==> src/tafp_pkg.sv <==
// Types, codes and constants shared by the adaptation field parser modules.
package tafp_pkg;

  typedef enum logic [3:0] {
    PH_IDLE     = 4'd0,
    PH_FLAGS    = 4'd1,
    PH_PCR      = 4'd2,
    PH_OPCR     = 4'd3,
    PH_SPLICE   = 4'd4,
    PH_PRIVLEN  = 4'd5,
    PH_PRIVSKIP = 4'd6,
    PH_EXTLEN   = 4'd7,
    PH_EXTFLAGS = 4'd8,
    PH_LTW      = 4'd9,
    PH_RATE     = 4'd10,
    PH_SEAMLESS = 4'd11,
    PH_STUFF    = 4'd12,
    PH_DONE     = 4'd13
  } phase_e;

  typedef enum logic [3:0] {
    KIND_LENGTH    = 4'd0,
    KIND_FLAGS     = 4'd1,
    KIND_PCR       = 4'd2,
    KIND_OPCR      = 4'd3,
    KIND_SPLICE    = 4'd4,
    KIND_PRIVLEN   = 4'd5,
    KIND_EXTLEN    = 4'd6,
    KIND_EXTFLAGS  = 4'd7,
    KIND_LTW       = 4'd8,
    KIND_RATE      = 4'd9,
    KIND_SEAMLESS  = 4'd10,
    KIND_END       = 4'd11,
    KIND_ERROR     = 4'd12
  } kind_e;

  typedef enum logic [3:0] {
    ERR_NONE      = 4'd0,
    ERR_ZERO_LEN  = 4'd1,
    ERR_PCR       = 4'd2,
    ERR_OPCR      = 4'd3,
    ERR_SPLICE    = 4'd4,
    ERR_PRIVATE   = 4'd5,
    ERR_EXT_LONG  = 4'd6,
    ERR_EXT_FLAGS = 4'd7,
    ERR_LTW       = 4'd8,
    ERR_RATE      = 4'd9,
    ERR_SEAMLESS  = 4'd10
  } err_e;

  typedef struct packed {
    kind_e       kind;
    logic [32:0] main;
    logic [8:0]  extra;
    err_e        err;
    logic        last;
  } res_t;

  // Results caused by one accepted byte.
  typedef struct packed {
    logic [1:0] cnt;
    res_t       r0;
    res_t       r1;
  } emit_t;

  localparam logic [2:0] NEED_PCR      = 3'd6;
  localparam logic [2:0] NEED_SPLICE   = 3'd1;
  localparam logic [2:0] NEED_LTW      = 3'd2;
  localparam logic [2:0] NEED_RATE     = 3'd3;
  localparam logic [2:0] NEED_SEAMLESS = 3'd5;

  // floor(y/45) = (y * 11651) >> 19 for y < 74898
  localparam logic [13:0] DIV45_RECIP = 14'd11651;
  localparam int unsigned DIV45_SHIFT = 19;
  localparam logic [14:0] DTS_DIVISOR = 15'd90;
  localparam logic [6:0]  DTS_HALF    = 7'd45;

  localparam int unsigned FIFO_DEPTH = 4;
  localparam int unsigned FIFO_AW    = $clog2(FIFO_DEPTH);

  function automatic res_t mk_res(kind_e kind, logic [32:0] main, logic [8:0] extra,
                                  err_e err);
    res_t r;
    r.kind  = kind;
    r.main  = main;
    r.extra = extra;
    r.err   = err;
    r.last  = 1'b0;
    return r;
  endfunction

endpackage

==> src/tafp_core.sv <==
// Byte-wise parse state and result generation for one adaptation field byte.
module tafp_core import tafp_pkg::*; (
  input  logic       clk_i,
  input  logic       rst_ni,
  input  logic       step_i,
  input  logic [7:0] data_byte_i,
  input  logic       start_of_field_i,
  output emit_t      emit_o
);

  phase_e      phase_q, phase_d;
  logic [7:0]  fbl_q, fbl_d;
  logic [7:0]  ebl_q, ebl_d;
  logic [2:0]  cnt_q, cnt_d;
  logic [4:0]  pm_q, pm_d;
  logic [2:0]  pe_q, pe_d;
  logic [47:0] shift_q, shift_d;
  logic [7:0]  skip_q, skip_d;
  logic [26:0] quot_q, quot_d;
  logic [6:0]  rem_q, rem_d;

  logic [7:0]  b;
  logic [7:0]  fbl_dec, ebl_dec, skip_dec;
  logic        is_ext_elem;
  logic [4:0]  pm_post;
  logic [2:0]  pe_post;
  logic [7:0]  ebl_post;

  // advance decision
  phase_e      adv_phase;
  logic [4:0]  adv_pm;
  logic [2:0]  adv_pe;
  err_e        adv_err;
  logic        adv_end;
  logic        adv_sel;
  logic [7:0]  adv_have;
  logic [2:0]  adv_need;
  err_e        adv_code;
  phase_e      adv_next;

  // element assembly
  logic [2:0]  cnt_inc;
  logic [2:0]  need_cur;
  logic        elem_done;
  logic [47:0] shift_nx;

  // DTS division by 90, one chunk per byte
  logic [14:0] div_x;
  logic [27:0] div_prod;
  logic [7:0]  div_q;
  logic [14:0] div_r_full;
  logic [6:0]  div_r;
  logic [26:0] quot_sh;
  logic [32:0] dts_ms;

  logic        priv_fail, ext_fail;
  logic        prim_v, sec_v;
  res_t        prim, sec, elem_res, adv_res;
  logic        adv_emits;

  assign b           = data_byte_i;
  assign fbl_dec     = fbl_q - 8'd1;
  assign ebl_dec     = ebl_q - 8'd1;
  assign skip_dec    = skip_q - 8'd1;
  assign is_ext_elem = (phase_q == PH_LTW) || (phase_q == PH_RATE) || (phase_q == PH_SEAMLESS);
  assign pm_post     = (phase_q == PH_FLAGS) ? b[4:0] : pm_q;
  assign pe_post     = (phase_q == PH_EXTFLAGS) ? b[7:5] : pe_q;
  assign ebl_post    = (is_ext_elem || (phase_q == PH_EXTFLAGS)) ? ebl_dec : ebl_q;

  assign priv_fail = {1'b0, fbl_q} < (9'd1 + {1'b0, b});
  assign ext_fail  = ({1'b0, b} + 9'd1) > {1'b0, fbl_q};

  // Pick the next element from the pending flags, extension flags first.
  always_comb begin
    adv_pm   = pm_post;
    adv_pe   = pe_post;
    adv_sel  = 1'b1;
    adv_have = fbl_dec;
    adv_need = NEED_SPLICE;
    adv_code = ERR_NONE;
    adv_next = PH_STUFF;
    if (pe_post[2]) begin
      adv_pe = {1'b0, pe_post[1:0]};
      adv_have = ebl_post; adv_need = NEED_LTW; adv_code = ERR_LTW; adv_next = PH_LTW;
    end else if (pe_post[1]) begin
      adv_pe = {2'b00, pe_post[0]};
      adv_have = ebl_post; adv_need = NEED_RATE; adv_code = ERR_RATE; adv_next = PH_RATE;
    end else if (pe_post[0]) begin
      adv_pe = 3'd0;
      adv_have = ebl_post; adv_need = NEED_SEAMLESS; adv_code = ERR_SEAMLESS;
      adv_next = PH_SEAMLESS;
    end else if (pm_post[4]) begin
      adv_pm = {1'b0, pm_post[3:0]};
      adv_need = NEED_PCR; adv_code = ERR_PCR; adv_next = PH_PCR;
    end else if (pm_post[3]) begin
      adv_pm = {2'b00, pm_post[2:0]};
      adv_need = NEED_PCR; adv_code = ERR_OPCR; adv_next = PH_OPCR;
    end else if (pm_post[2]) begin
      adv_pm = {3'b000, pm_post[1:0]};
      adv_code = ERR_SPLICE; adv_next = PH_SPLICE;
    end else if (pm_post[1]) begin
      adv_pm = {4'b0000, pm_post[0]};
      adv_code = ERR_PRIVATE; adv_next = PH_PRIVLEN;
    end else if (pm_post[0]) begin
      adv_pm = 5'd0;
      adv_code = ERR_EXT_LONG; adv_next = PH_EXTLEN;
    end else begin
      adv_sel = 1'b0;
    end

    adv_err   = ERR_NONE;
    adv_end   = 1'b0;
    adv_phase = adv_next;
    if (adv_sel) begin
      if (adv_have < {5'd0, adv_need}) begin
        adv_phase = PH_DONE;
        adv_err   = adv_code;
      end
    end else if (fbl_dec == 8'd0) begin
      adv_phase = PH_DONE;
      adv_end   = 1'b1;
    end else begin
      adv_phase = PH_STUFF;
    end
  end

  assign cnt_inc  = cnt_q + 3'd1;
  assign shift_nx = {shift_q[39:0], b};

  always_comb begin
    case (phase_q)
      PH_LTW:      need_cur = NEED_LTW;
      PH_RATE:     need_cur = NEED_RATE;
      PH_SEAMLESS: need_cur = NEED_SEAMLESS;
      default:     need_cur = NEED_PCR;
    endcase
  end
  assign elem_done = cnt_inc >= need_cur;

  // DTS bits arrive as 3, 8, 7, 8, 7 bits; long division carries a remainder below 90.
  always_comb begin
    case (cnt_q)
      3'd0:    div_x = {12'd0, b[3:1]};
      3'd1:    div_x = {rem_q, b};
      3'd2:    div_x = {1'b0, rem_q, b[7:1]};
      3'd3:    div_x = {rem_q, b};
      3'd4:    div_x = {1'b0, rem_q, b[7:1]};
      default: div_x = 15'd0;
    endcase
  end

  assign div_prod   = 28'(div_x[14:1]) * 28'(DIV45_RECIP);
  assign div_q      = div_prod[DIV45_SHIFT +: 8];
  assign div_r_full = div_x - 15'(15'(div_q) * DTS_DIVISOR);
  assign div_r      = div_r_full[6:0];

  always_comb begin
    case (cnt_q)
      3'd1, 3'd3: quot_sh = {quot_q[18:0], div_q};
      3'd2, 3'd4: quot_sh = {quot_q[19:0], div_q[6:0]};
      default:    quot_sh = 27'(div_q);
    endcase
  end

  assign dts_ms = 33'(quot_sh) + 33'(div_r >= DTS_HALF);

  // Next state
  always_comb begin
    phase_d = phase_q;
    fbl_d   = fbl_q;
    ebl_d   = ebl_q;
    cnt_d   = cnt_q;
    pm_d    = pm_q;
    pe_d    = pe_q;
    shift_d = shift_q;
    skip_d  = skip_q;
    quot_d  = quot_q;
    rem_d   = rem_q;
    if (step_i) begin
      if (start_of_field_i) begin
        ebl_d   = 8'd0;
        cnt_d   = 3'd0;
        pm_d    = 5'd0;
        pe_d    = 3'd0;
        shift_d = 48'd0;
        skip_d  = 8'd0;
        if (b == 8'd0) begin
          fbl_d   = 8'd0;
          phase_d = PH_DONE;
        end else begin
          fbl_d   = b;
          phase_d = PH_FLAGS;
        end
      end else begin
        case (phase_q)
          PH_FLAGS, PH_SPLICE, PH_EXTFLAGS: begin
            fbl_d   = fbl_dec;
            ebl_d   = ebl_post;
            phase_d = adv_phase;
            pm_d    = adv_pm;
            pe_d    = adv_pe;
            cnt_d   = 3'd0;
            shift_d = 48'd0;
          end
          PH_PCR, PH_OPCR, PH_LTW, PH_RATE, PH_SEAMLESS: begin
            fbl_d   = fbl_dec;
            ebl_d   = ebl_post;
            cnt_d   = cnt_inc;
            shift_d = shift_nx;
            if (phase_q == PH_SEAMLESS) begin
              quot_d = quot_sh;
              rem_d  = div_r;
            end
            if (elem_done) begin
              phase_d = adv_phase;
              pm_d    = adv_pm;
              pe_d    = adv_pe;
              cnt_d   = 3'd0;
              shift_d = 48'd0;
            end
          end
          PH_PRIVLEN: begin
            if (priv_fail) begin
              phase_d = PH_DONE;
            end else begin
              fbl_d  = fbl_dec;
              skip_d = b;
              if (b != 8'd0) begin
                phase_d = PH_PRIVSKIP;
              end else begin
                phase_d = adv_phase;
                pm_d    = adv_pm;
                pe_d    = adv_pe;
                cnt_d   = 3'd0;
                shift_d = 48'd0;
              end
            end
          end
          PH_PRIVSKIP: begin
            fbl_d  = fbl_dec;
            skip_d = skip_dec;
            if (skip_dec == 8'd0) begin
              phase_d = adv_phase;
              pm_d    = adv_pm;
              pe_d    = adv_pe;
              cnt_d   = 3'd0;
              shift_d = 48'd0;
            end
          end
          PH_EXTLEN: begin
            if (ext_fail) begin
              phase_d = PH_DONE;
            end else begin
              fbl_d = fbl_dec;
              if (b == 8'd0) begin
                phase_d = PH_DONE;
              end else begin
                ebl_d   = b;
                phase_d = PH_EXTFLAGS;
              end
            end
          end
          PH_STUFF: begin
            fbl_d = fbl_dec;
            if (fbl_dec == 8'd0) begin
              phase_d = PH_DONE;
            end
          end
          default: begin
          end
        endcase
      end
    end
  end

  // Outputs
  always_comb begin
    case (phase_q)
      PH_PCR:      elem_res = mk_res(KIND_PCR, shift_nx[47:15], shift_nx[8:0], ERR_NONE);
      PH_OPCR:     elem_res = mk_res(KIND_OPCR, shift_nx[47:15], shift_nx[8:0], ERR_NONE);
      PH_LTW:      elem_res = mk_res(KIND_LTW, 33'(shift_nx[14:0]), 9'(shift_nx[15]),
                                     ERR_NONE);
      PH_RATE:     elem_res = mk_res(KIND_RATE, 33'(shift_nx[21:0]), 9'd0, ERR_NONE);
      default:     elem_res = mk_res(KIND_SEAMLESS, dts_ms, 9'(shift_nx[39:36]), ERR_NONE);
    endcase
  end

  assign adv_emits = (adv_err != ERR_NONE) || adv_end;
  assign adv_res   = (adv_err != ERR_NONE) ? mk_res(KIND_ERROR, 33'd0, 9'd0, adv_err)
                                           : mk_res(KIND_END, 33'd0, 9'd0, ERR_NONE);

  always_comb begin
    prim_v = 1'b0;
    sec_v  = 1'b0;
    prim   = mk_res(KIND_END, 33'd0, 9'd0, ERR_NONE);
    sec    = adv_res;
    if (step_i) begin
      if (start_of_field_i) begin
        prim_v = 1'b1;
        if (b == 8'd0) begin
          prim = mk_res(KIND_ERROR, 33'd0, 9'd0, ERR_ZERO_LEN);
        end else begin
          prim = mk_res(KIND_LENGTH, 33'(b), 9'd0, ERR_NONE);
        end
      end else begin
        case (phase_q)
          PH_FLAGS: begin
            prim_v = 1'b1;
            prim   = mk_res(KIND_FLAGS, 33'(b), 9'd0, ERR_NONE);
            sec_v  = adv_emits;
          end
          PH_SPLICE: begin
            prim_v = 1'b1;
            prim   = mk_res(KIND_SPLICE, 33'(b), 9'd0, ERR_NONE);
            sec_v  = adv_emits;
          end
          PH_EXTFLAGS: begin
            prim_v = 1'b1;
            prim   = mk_res(KIND_EXTFLAGS, 33'(b), 9'd0, ERR_NONE);
            sec_v  = adv_emits;
          end
          PH_PCR, PH_OPCR, PH_LTW, PH_RATE, PH_SEAMLESS: begin
            prim_v = elem_done;
            prim   = elem_res;
            sec_v  = elem_done && adv_emits;
          end
          PH_PRIVLEN: begin
            prim_v = 1'b1;
            if (priv_fail) begin
              prim = mk_res(KIND_ERROR, 33'd0, 9'd0, ERR_PRIVATE);
            end else begin
              prim  = mk_res(KIND_PRIVLEN, 33'(b), 9'd0, ERR_NONE);
              sec_v = (b == 8'd0) && adv_emits;
            end
          end
          PH_PRIVSKIP: begin
            sec_v = (skip_dec == 8'd0) && adv_emits;
          end
          PH_EXTLEN: begin
            prim_v = 1'b1;
            if (ext_fail) begin
              prim = mk_res(KIND_ERROR, 33'd0, 9'd0, ERR_EXT_LONG);
            end else begin
              prim  = mk_res(KIND_EXTLEN, 33'(b), 9'd0, ERR_NONE);
              sec_v = (b == 8'd0);
              sec   = mk_res(KIND_ERROR, 33'd0, 9'd0, ERR_EXT_FLAGS);
            end
          end
          PH_STUFF: begin
            sec_v = (fbl_dec == 8'd0);
            sec   = mk_res(KIND_END, 33'd0, 9'd0, ERR_NONE);
          end
          default: begin
          end
        endcase
      end
    end

    emit_o.r0 = prim_v ? prim : sec;
    emit_o.r1 = sec;
    if (prim_v && sec_v) begin
      emit_o.cnt     = 2'd2;
      emit_o.r1.last = 1'b1;
    end else if (prim_v || sec_v) begin
      emit_o.cnt     = 2'd1;
      emit_o.r0.last = 1'b1;
    end else begin
      emit_o.cnt = 2'd0;
    end
  end

  always_ff @(posedge clk_i or negedge rst_ni) begin
    if (!rst_ni) begin
      phase_q <= PH_IDLE;
      fbl_q   <= 8'd0;
      ebl_q   <= 8'd0;
      cnt_q   <= 3'd0;
      pm_q    <= 5'd0;
      pe_q    <= 3'd0;
      skip_q  <= 8'd0;
    end else begin
      phase_q <= phase_d;
      fbl_q   <= fbl_d;
      ebl_q   <= ebl_d;
      cnt_q   <= cnt_d;
      pm_q    <= pm_d;
      pe_q    <= pe_d;
      skip_q  <= skip_d;
    end
  end

  always_ff @(posedge clk_i) begin
    shift_q <= shift_d;
    quot_q  <= quot_d;
    rem_q   <= rem_d;
  end

endmodule

==> src/tafp_res_fifo.sv <==
// Result queue: takes up to two results per cycle, hands out one.
module tafp_res_fifo import tafp_pkg::*; (
  input  logic  clk_i,
  input  logic  rst_ni,
  input  emit_t emit_i,
  input  logic  pop_i,
  output logic  space_o,
  output logic  valid_o,
  output res_t  head_o
);

  res_t               mem_q [FIFO_DEPTH];
  logic [FIFO_AW-1:0] wr_q, rd_q;
  logic [FIFO_AW:0]   cnt_q;
  logic [FIFO_AW-1:0] wr_nx;

  assign wr_nx   = wr_q + FIFO_AW'(1);
  assign valid_o = cnt_q != '0;
  assign space_o = cnt_q <= (FIFO_AW+1)'(FIFO_DEPTH - 2);
  assign head_o  = mem_q[rd_q];

  always_ff @(posedge clk_i) begin
    if (emit_i.cnt != 2'd0) begin
      mem_q[wr_q] <= emit_i.r0;
    end
    if (emit_i.cnt == 2'd2) begin
      mem_q[wr_nx] <= emit_i.r1;
    end
  end

  always_ff @(posedge clk_i or negedge rst_ni) begin
    if (!rst_ni) begin
      wr_q  <= '0;
      rd_q  <= '0;
      cnt_q <= '0;
    end else begin
      wr_q  <= wr_q + FIFO_AW'(emit_i.cnt);
      rd_q  <= rd_q + FIFO_AW'(pop_i);
      cnt_q <= cnt_q + (FIFO_AW+1)'(emit_i.cnt) - (FIFO_AW+1)'(pop_i);
    end
  end

endmodule

==> src/ts_adaptation_field_parser_top.sv <==
// Top level of the transport stream adaptation field parser.
//
//   channel | direction | handshake              | payload
//   in      | input     | in_valid_i/in_ready_o  | data_byte_i, start_of_field_i
//   out     | output    | out_valid_o/out_ready_i| item_kind_o, main_value_o,
//           |           |                        | extra_value_o, error_code_o, last_result_o
//
// One byte per cycle is parsed on acceptance; its zero to two results enter a
// four-entry result queue and leave at one per cycle while out_ready_i is high.
// in_ready_o is high while at least two queue entries are free.
// Reset leaves the parser idle until a byte marked start_of_field_i.
// Output stalls only fill the queue; fewer than two free entries hold off input bytes.
module ts_adaptation_field_parser_top import tafp_pkg::*; (
  input  logic        clk_i,
  input  logic        rst_ni,
  input  logic        in_valid_i,
  output logic        in_ready_o,
  input  logic [7:0]  data_byte_i,
  input  logic        start_of_field_i,
  output logic        out_valid_o,
  input  logic        out_ready_i,
  output logic [3:0]  item_kind_o,
  output logic [32:0] main_value_o,
  output logic [8:0]  extra_value_o,
  output logic [3:0]  error_code_o,
  output logic        last_result_o
);

  emit_t emit;
  res_t  head;
  logic  step;

  assign step = in_valid_i && in_ready_o;

  tafp_core u_core (
    .clk_i            (clk_i),
    .rst_ni           (rst_ni),
    .step_i           (step),
    .data_byte_i      (data_byte_i),
    .start_of_field_i (start_of_field_i),
    .emit_o           (emit)
  );

  tafp_res_fifo u_fifo (
    .clk_i   (clk_i),
    .rst_ni  (rst_ni),
    .emit_i  (emit),
    .pop_i   (out_valid_o && out_ready_i),
    .space_o (in_ready_o),
    .valid_o (out_valid_o),
    .head_o  (head)
  );

  assign item_kind_o   = head.kind;
  assign main_value_o  = head.main;
  assign extra_value_o = head.extra;
  assign error_code_o  = head.err;
  assign last_result_o = head.last;

endmodule

==> config.mk <==
export PLATFORM = sky130hd
export DESIGN_NAME = ts_adaptation_field_parser_top
export DESIGN_NICKNAME = d
export VERILOG_FILES = /design/src/tafp_pkg.sv /design/src/tafp_core.sv /design/src/tafp_res_fifo.sv /design/src/ts_adaptation_field_parser_top.sv
export SDC_FILE = /design/constraint.sdc
export NUM_CORES = 1
export LEC_CHECK = 0
export BUFFER_PORTS_ARGS = -buffer_cell sky130_fd_sc_hd__buf_2
export CORE_MARGIN = 4
export CORE_UTILIZATION = 60
export DETAILED_ROUTE_END_ITERATION = 7
export PLACE_DENSITY_LB_ADDON = 0.15
export SETUP_SLACK_MARGIN = 0.2
export SYNTH_ARGS = -nofsm -noshare
export SYNTH_HDL_FRONTEND = slang
export SYNTH_SLANG_ARGS = --single-unit
==> constraint.sdc <==
create_clock -name clk_i -period 14.5 [get_ports clk_i]
set_input_delay 1.45 -clock clk_i [delete_from_list [all_inputs] [get_ports clk_i]]
set_output_delay 1.45 -clock clk_i [all_outputs]
set_load 0.005 [all_outputs]
Word-level counts from Yosys, hierarchy flattened
Memories as Yosys holds them, arrays and structs flattened.
Index checks and enable logic that the tools add are counted.
W data, S select, Z words.
{ "word_totals": {"wordCells": 226, "mem_bits_rw": 204, "out_inout_bits": 53, "mem_count": 1, "register_bits": 113} }
{ "op_classes": {"reduce_logical": 38, "n_bitwise": 1, "n_mul": 2, "muxes": 129, "addsub": 12, "n_eq_ne": 24, "magnitude_cmp": 6} }
{ "mem_list": {"columns": ["memory", "words", "word_bits", "rd", "rd_ports_with_merged_regs", "wr", "line", "rtl"], "rows": [
  ["u_fifo.mem_q", 4, 51, 1, 0, 2, "tafp_res_fifo.sv:12", "res_t mem_q [FIFO_DEPTH];"]
]} }
{ "ops": {"columns": ["operator", "count"], "rows": [
  ["$mux W51", 9],
  ["$pmux W51 S6", 1],
  ["$pmux W51 S4", 1],
  ["$mux W40", 4],
  ["$pmux W40 S4", 1],
  ["$mux W4", 27],
  ["$mux W8", 13],
  ["$pmux W51 S2", 1],
  ["$mux W5", 12],
  ["$mux W3", 19],
  ["$pmux W27 S2", 1],
  ["$mux W50", 1],
  ["$pmux W15 S3", 1],
  ["$pmux W8 S2", 2],
  ["$add A27 B1 Y28", 1],
  ["$mul A14 B14 Y27 const B", 1],
  ["$mux W1", 27],
  ["$logic_not A8 Y1", 3],
  ["$pmux W3 S4", 2],
  ["$pmux W4 S6", 1],
  ["$pmux W8 S3", 1],
  ["$sub A8 B1 Y8 const B", 3],
  ["$eq A4 B4 Y1 const B", 5],
  ["$pmux W5 S4", 1],
  ["47 further kinds", 74]
]} }

Logic depth before layout (Yosys ltp)
Gate-level depths: netlist of the first run.
{ "depth": {"ltp_word": 25, "ltp_mapped": 50} }

Modules after synthesis
From an unflattened synthesis of the first run, not the netlist that was laid out.
{ "hier_totals": {"hier_cells": 1940, "area_unflattened_um2": 22389.0} }
{ "by_module_without_submodules": {"columns": ["mod", "cells_per_inst", "instances", "area_each_um2"], "rows": [
  ["tafp_core", 1405, 1, 12101.6],
  ["tafp_res_fifo", 533, 1, 10274.9],
  ["ts_adaptation_field_parser_top", 2, 1, 12.5]
]} }

Least setup slack after synthesis of the first run
Ideal clock, no wire load.
{ "synth_timing": {"path_type": "reg2reg", "from": "register u_core.cnt_q[0]", "to": "memory u_fifo.mem_q[0][33] (netlist name)", "stages_incl_launch_ff": 48, "path_slack_ns": 3.574, "t_arrival_ns": 10.805, "path_buffers": 6, "path_cell_list": "dfrtp_1 -> ha_1 -> ha_1 -> or2_2 -> clkbuf_1 -> clkbuf_1 -> clkbuf_1 -> clkbuf_1 -> a22oi_1 -> inv_1 -> ha_1 -> fa_1 -> inv_1 -> fa_1 -> inv_1 -> fa_1 -> ha_1 -> ha_1 -> [12 not listed] -> ha_1 -> xnor2_1 -> xnor2_1 -> xnor2_1 -> xnor2_1 -> xnor2_1 -> xnor2_1 -> xnor2_1 -> nand2b_1 -> ha_1 -> inv_1 -> nor3_1 -> and4b_1 -> clkbuf_1 -> and4b_1 -> nand3_1 -> nor3b_2 -> a221o_1"} }
{ "synth_rtl": {"columns": ["item", "line", "rtl"], "rows": [
  ["start: declaration", "tafp_core.sv:14", "logic [2:0] cnt_q, cnt_d;"],
  ["start signal: assignment", "tafp_core.sv:385", "cnt_q <= cnt_d;"],
  ["end: declaration", "tafp_res_fifo.sv:12", null]
]} }

==> results.cfg, run 1 <==
[critical_path]
path_class = flop to flop
crit_path_end_kind = flop
start_kind = flop
worst_path_max_delay_cell = or2_2
cp_max_fo = 34
required_ns = 14.88
crit_path_frequent_cell = ha_1
slowest_delay_ns = 0.58
critPathArrivalTime_ns = 11.91

[yosys]
syn_inst = 2005
synth_edf_count = 99
synth_top_flop_cell = dfxtp_1
ys_warn_count = 0
syn_area_per_cell_sq_um = 9.88
synth_seq_cells = 316
yosysSeqAreaShare_pct = 38.1
syn-cell-area_sq_um = 19800
async_flop_share_pct = 14.2
syn_nets = 2208
yosysUniqueCellTypes = 94

[route]
wire_per_inst_um = 22.2
firstDrtPassIters = 7
drc = 0
routed_wl_mm = 55.2
vias_per_cell = 6.66
ant_nets = 0
vias = 16525
first_iter_violations = 1912

[timing]
setup_tns_ns = 0
setup_viol = 0
tightest_slew_ns = 1.07
slew_headroom_pct = 28.5
fmax_mhz = 86.8
drv_slew = 0
layout_min_cycle_time_ns = 11.52
period_share_pct = 79.5
clock_skew_ns = 0.0298
finalHoldViolCount = 0
rsz0062_at_grt = false

[placement]
port_buffers = 65
hpwl_mm = 38.3
gp_congestion = 0.931

[clocking]
clock-sinks = 316
cts_max_level = 2
cts_root_buffer = clkbuf_16
tritoncts = built
cts_buffers = 35
clock_path_buffers = 3
cts_resized = 0
clk_pin_slew_ns = 0.06
holdBufCountCts = 0
cts_setup_buffers = 0
clock_latency_ns = 0.53

[power]
p_seq_share_pct = 26.5
p_per_area_nw_per_um2 = 220
intPower_w = 0.00263
peakVddDrop_uv = 190
power_switching_share_pct = 44.6
total_power_w = 0.00474
p_leak_nw = 8.95
clockPowerShare_pct = 17.7
power_switching_w = 0.00211
combPwrFrac_pct = 55.8

[global_route]
grt_use_met1_pct = 41.5
grt_pass1_wl_mm = 88.1
antenna_found_initial = 2
grtUsageTotal_pct = 30.2
top_usage_layer = met2
grt_max_degree = 53
globalRouteMet3Util_pct = 4.13
gr-total-overflow = 0
grt_util_met2_pct = 50.5
first_global_vias = 16259

[finish]
syn_to_final_growth_pct = 8.75
fill_cells = 2644
layout-drive-gt1-share_pct = 11.7
multi_input_area_sq_um = 11300
nNetsFinal = 2214
register_area_sq_um = 7540

[floorplanning]
placementRows = 66
die_w_um = 190
core_sq_um = 32500
start_util_pct = 60.9
die_h_um = 190
die_area_sq_um = 36000
io_pins = 66

[worst_hold_path]
hold_class = flop to flop

[run]
cap_violations = 0

[run_status]
status = complete, no violations
-- sequential cells by signal (all words and copies together), names as in the netlist, 4 cells and up --
signal	count
u_core.fbl_q	8
u_core.rem_q	7
u_core.pm_q	5
u_fifo.mem_q	204
u_core.shift_q	40
u_core.ebl_q	8
u_core.quot_q	20
u_core.skip_q	8
u_core.phase_q	4
-- cell usage in the layout, fill, tap and decap left out, types with 43 or more instances in the layout --
cell type    n
mux4_2      51
ha_1       146
dfxtp_1    172
nor2_1      96
fa_1        44
nand2_1    171
and3_1      47
edfxtp_1    99
buf_2       65
a32o_1      52
a22o_1      64
a21oi_1     83
inv_1      145
dfrtp_1     43
o21ai_0    157
-- routing by layer --
metal	vias to the layer above	share of wire, %	routed length, um
met2	816	48	26500
li1	7502	-	-
met4	2	2.6	1420
met3	111	8.2	4540
met1	8094	41	22700
met5	-	0.024	13
-- metrics by stage --
step	instance area, sq um	setup slack [ns]	utilization, %	instances	hold slack, ns
global placement	20500	3.18	62.9	2416	0.429
CTS	21500	3.04	66.2	2479	0.452
global route	21500	2.09	66.2	2480	0.471
detailed placement	20500	2.86	62.9	2416	0.439
floorplan	19800	3.57	-	2005	0.420
finish	21500	2.98	66.2	2480	0.450
-- kinds of logic after synthesis --
family	count (synthesis)	synth area share (%)
buf+inv	272	5.24
fa+ha+maj	191	13.7
simple gates	517	13.1
compound gates	592	20.9
mux	64	6.49
flops	316	38.1
xor+xnor	53	2.41
-- worst max-delay path, delay by kind of cell (launching register included) --
kind | cells | cell delay, ns
compound gates | 6 | 1.80
buf+inv | 6 | 0.49
simple gates | 9 | 2.76
fa+ha+maj | 14 | 4.79
xor+xnor | 7 | 1.13
flops | 1 | 0.42
-- power by group through the flow --
stage          sequential, W  combinational (W)  clock (W)
4_1_cts              0.00125            0.00264   0.000842
5_1_grt              0.00127            0.00296   0.000881
2_1_floorplan        0.00118            0.00202          0
3_3_place_gp         0.00126            0.00255          0
6_report             0.00126            0.00265   0.000837
3_5_place_dp         0.00127            0.00262          0
-- final timing paths --
path	cells after the start	slack, ns	from	to
setup / recovery	42	2.98	u_core.cnt_q[0]	u_fifo.mem_q[0][21]
hold / removal	2	0.45	u_fifo.mem_q[2][27]	u_fifo.mem_q[2][27]
setup reg to reg	42	2.98	u_core.cnt_q[0]	u_fifo.mem_q[0][21]
hold reg to reg	2	0.45	u_fifo.mem_q[2][27]	u_fifo.mem_q[2][27]
max in group asynchronous	2	13.01	rst_ni	u_fifo.rd_q[0]
min in group asynchronous	2	1.04	rst_ni	u_fifo.rd_q[1]
-- synth_stat cells (22+ instances only) --
library cell	count	share of area [%]
a32o_1	52	2.6
dfrtp_1	45	5.7
ha_1	146	9.2
nand2_1	171	3.2
a22o_1	64	2.8
xnor2_1	39	1.7
o21ai_1	22	0.56
nor3_1	38	0.96
clkbuf_1	107	2.0
nand3_1	42	1.1
o22ai_1	35	1.1
inv_1	145	2.7
a22oi_1	26	0.99
a21oi_1	85	2.1
nor2_1	99	1.9
fa_1	44	4.4
dfxtp_1	172	17
and3_1	47	1.5
o21ai_0	157	4.0
mux4_2	51	5.8
edfxtp_1	99	15
-- final cells by class --
| cell class | count | area share (%) |
|---|---|---|
| diodes | 1 | 0.0116 |
| multi-input cells | 1417 | 52.3 |
| clock inverters | 18 | 0.622 |
| inverters | 146 | 2.54 |
| well taps | 442 | 2.57 |
| repair buffers | 95 | 2.56 |
| flip-flops and latches | 316 | 35.0 |
| clock buffers | 45 | 4.33 |
Power figures use the tool's default switching activity.
==> run 2, diff against run 1 <==
- CORE_UTILIZATION: 60 -> 57
- clock period: 14.5 -> 10.4 ns (I/O delays scaled with it)
==> results.cfg, run 2 (synthesis results as in run 1) <==
[critical_path]
start_kind = flop
r2r-end = u_fifo.mem_q[2][41]
r2r_slack_ns = 0.34
crit_path_frequent_cell = xnor2_1
critPathArrivalTime_ns = 10.52
r2r-start = u_core.cnt_q[1]
crit_family = adder cells
worst_path_max_delay_cell = fa_1
slowest_delay_ns = 0.62
critPathBufInv = 8
cp_max_fo = 8
crit_path_end_kind = flop
path_class = flop to flop
ff2ff_path_depth = 42
required_ns = 10.86

[route]
vias = 16888
routed_wl_mm = 59.1
firstDrtPassIters = 6
first_iter_violations = 1571
vias_per_cell = 6.60
wire_per_inst_um = 23.1
ant_nets = 0
drc = 0

[clocking]
clock-sinks = 316
clock_latency_ns = 0.52
cts_root_buffer = clkbuf_16
clock_path_buffers = 3
holdBufCountCts = 0
clk_pin_slew_ns = 0.06
cts_max_level = 2
cts_buffers = 36
tritoncts = built

[floorplanning]
io_pins = 66
placementRows = 67
start_util_pct = 58.5
die_w_um = 194
die_area_sq_um = 37800
die_h_um = 194
core_sq_um = 33900

[timing]
slew_headroom_pct = 24.2
setup_viol = 0
clock_skew_ns = 0.0180
layout_min_cycle_time_ns = 10.06
rsz0062_at_grt = true
finalHoldViolCount = 0
tightest_slew_ns = 1.14
finalWorstSetupSlack_ns = 0.343
period_share_pct = 96.7
fmax_mhz = 99.4
hold_slack_ns = 0.443
drv_slew = 0
setup_tns_ns = 0

[global_route]
antenna_found_initial = 1
gr-total-overflow = 0
grtUsageTotal_pct = 29.5
first_global_vias = 16480
grt_max_degree = 48
grt_pass1_wl_mm = 91.3

[finish]
top_register = u_fifo.mem_q
layout-drive-gt1-share_pct = 20.0
final_util_pct = 67.8
fill_cells = 2597
layout_common_cells = dfxtp_1, nand2_1, o21ai_0
largest_reg_flops = 204
nNetsFinal = 2284
reg_top3 = u_fifo.mem_q (204), u_core.shift_q (40), u_core.quot_q (20)
multi_input_area_sq_um = 12000
fin_cells = 2557
syn_to_final_growth_pct = 16.0
final_common_cell = dfxtp_1
register_area_sq_um = 7550

[worst_hold_path]
whs_path_depth = 2
min_from = u_fifo.mem_q[3][32]
holdPathEnd = u_fifo.mem_q[3][32]
hold_class = flop to flop

[placement]
gp_congestion = 0.943
pre_cts_ws_ns = -0.293
place_inst = 2450
port_buffers = 65
hpwl_mm = 40.6

[run_status]
status = complete, no violations

[run]
cap_violations = 0

[power]
p_per_area_nw_per_um2 = 332
p_leak_nw = 9.38
peakVddDrop_uv = 303
[run 2: cell count changes in the layout (fill, tap and decap cells not counted), moves of 7 or more]
cell	previous run	this run
a21oi_1	83	76
a21oi_2	1	8
a22o_1	64	57
a22o_4	0	7
buf_4	30	95
ha_1	146	107
ha_4	0	33
inv_1	145	135
inv_2	0	10
[run 2: worst reg2reg max path: cells and delay by family, from the launching register on]
kind,cells,cell delay (ns)
fa+ha+maj,13,4.36
buf+inv,8,0.64
simple gates,8,1.76
xor+xnor,7,1.13
compound gates,6,1.70
flops,1,0.39
[run 2: power by group]
part | switching (W) | leakage [nW] | internal, W | total, W
registers | 0.000189 | 2.87 | 0.00153 | 0.00172
logic | 0.00263 | 5.90 | 0.00200 | 0.00462
clock network | 0.000514 | 0.602 | 0.000772 | 0.00129
total | 0.00333 | 9.38 | 0.00430 | 0.00763
[run 2: area by class of cell]
| cell class | instances | share of cell area (%) |
|---|---|---|
| clock inverters | 14 | 0.588 |
| clock buffers | 51 | 4.66 |
| diodes | 1 | 0.0109 |
| flip-flops and latches | 316 | 32.9 |
| inverters | 146 | 2.39 |
| repair buffers | 162 | 4.62 |
| multi-input cells | 1419 | 52.4 |
| well taps | 448 | 2.44 |
[run 2: per-layer routing]
layer / global-route usage [%] / part of all wire, %
met1: 39.7 / 41
met4: 11.7 / 4.6
met2: 48.3 / 47
met3: 4.67 / 7.7
met5: 0 / 0
[run 2: worst max-delay path by stage]
stage	startpoint	to	depth (start not counted)
4_1_cts	u_core.cnt_q[0]	u_fifo.mem_q[1][39]	41
6_report	u_core.cnt_q[1]	u_fifo.mem_q[2][41]	42
3_5_place_dp	u_core.cnt_q[0]	u_fifo.mem_q[0][32]	41
5_1_grt	u_core.cnt_q[1]	u_fifo.mem_q[1][35]	43
2_1_floorplan	u_core.cnt_q[0]	u_fifo.mem_q[0][33]	47
3_3_place_gp	u_core.cnt_q[0]	u_fifo.mem_q[1][37]	41
[run 2: timing repair]
| item | CTS | global route |
|---|---|---|
| gates cloned | 0 | 2 |
| pin swaps | 7 | 59 |
| setup endpoints to repair | 88 | 108 |
| gates resized for setup | 15 | 84 |
| endpoints found under the hold margin | 0 | 0 |
| buffers inserted | 7 | 32 |
[run 2: through the flow]
stage / area, sq um / power (W)
global route: 23000 / 0.00817
detailed placement: 20800 / 0.00563
CTS: 22100 / 0.00696
floorplan: 20000 / 0.00454
global placement: 20800 / 0.00551
finish: 23000 / 0.00763
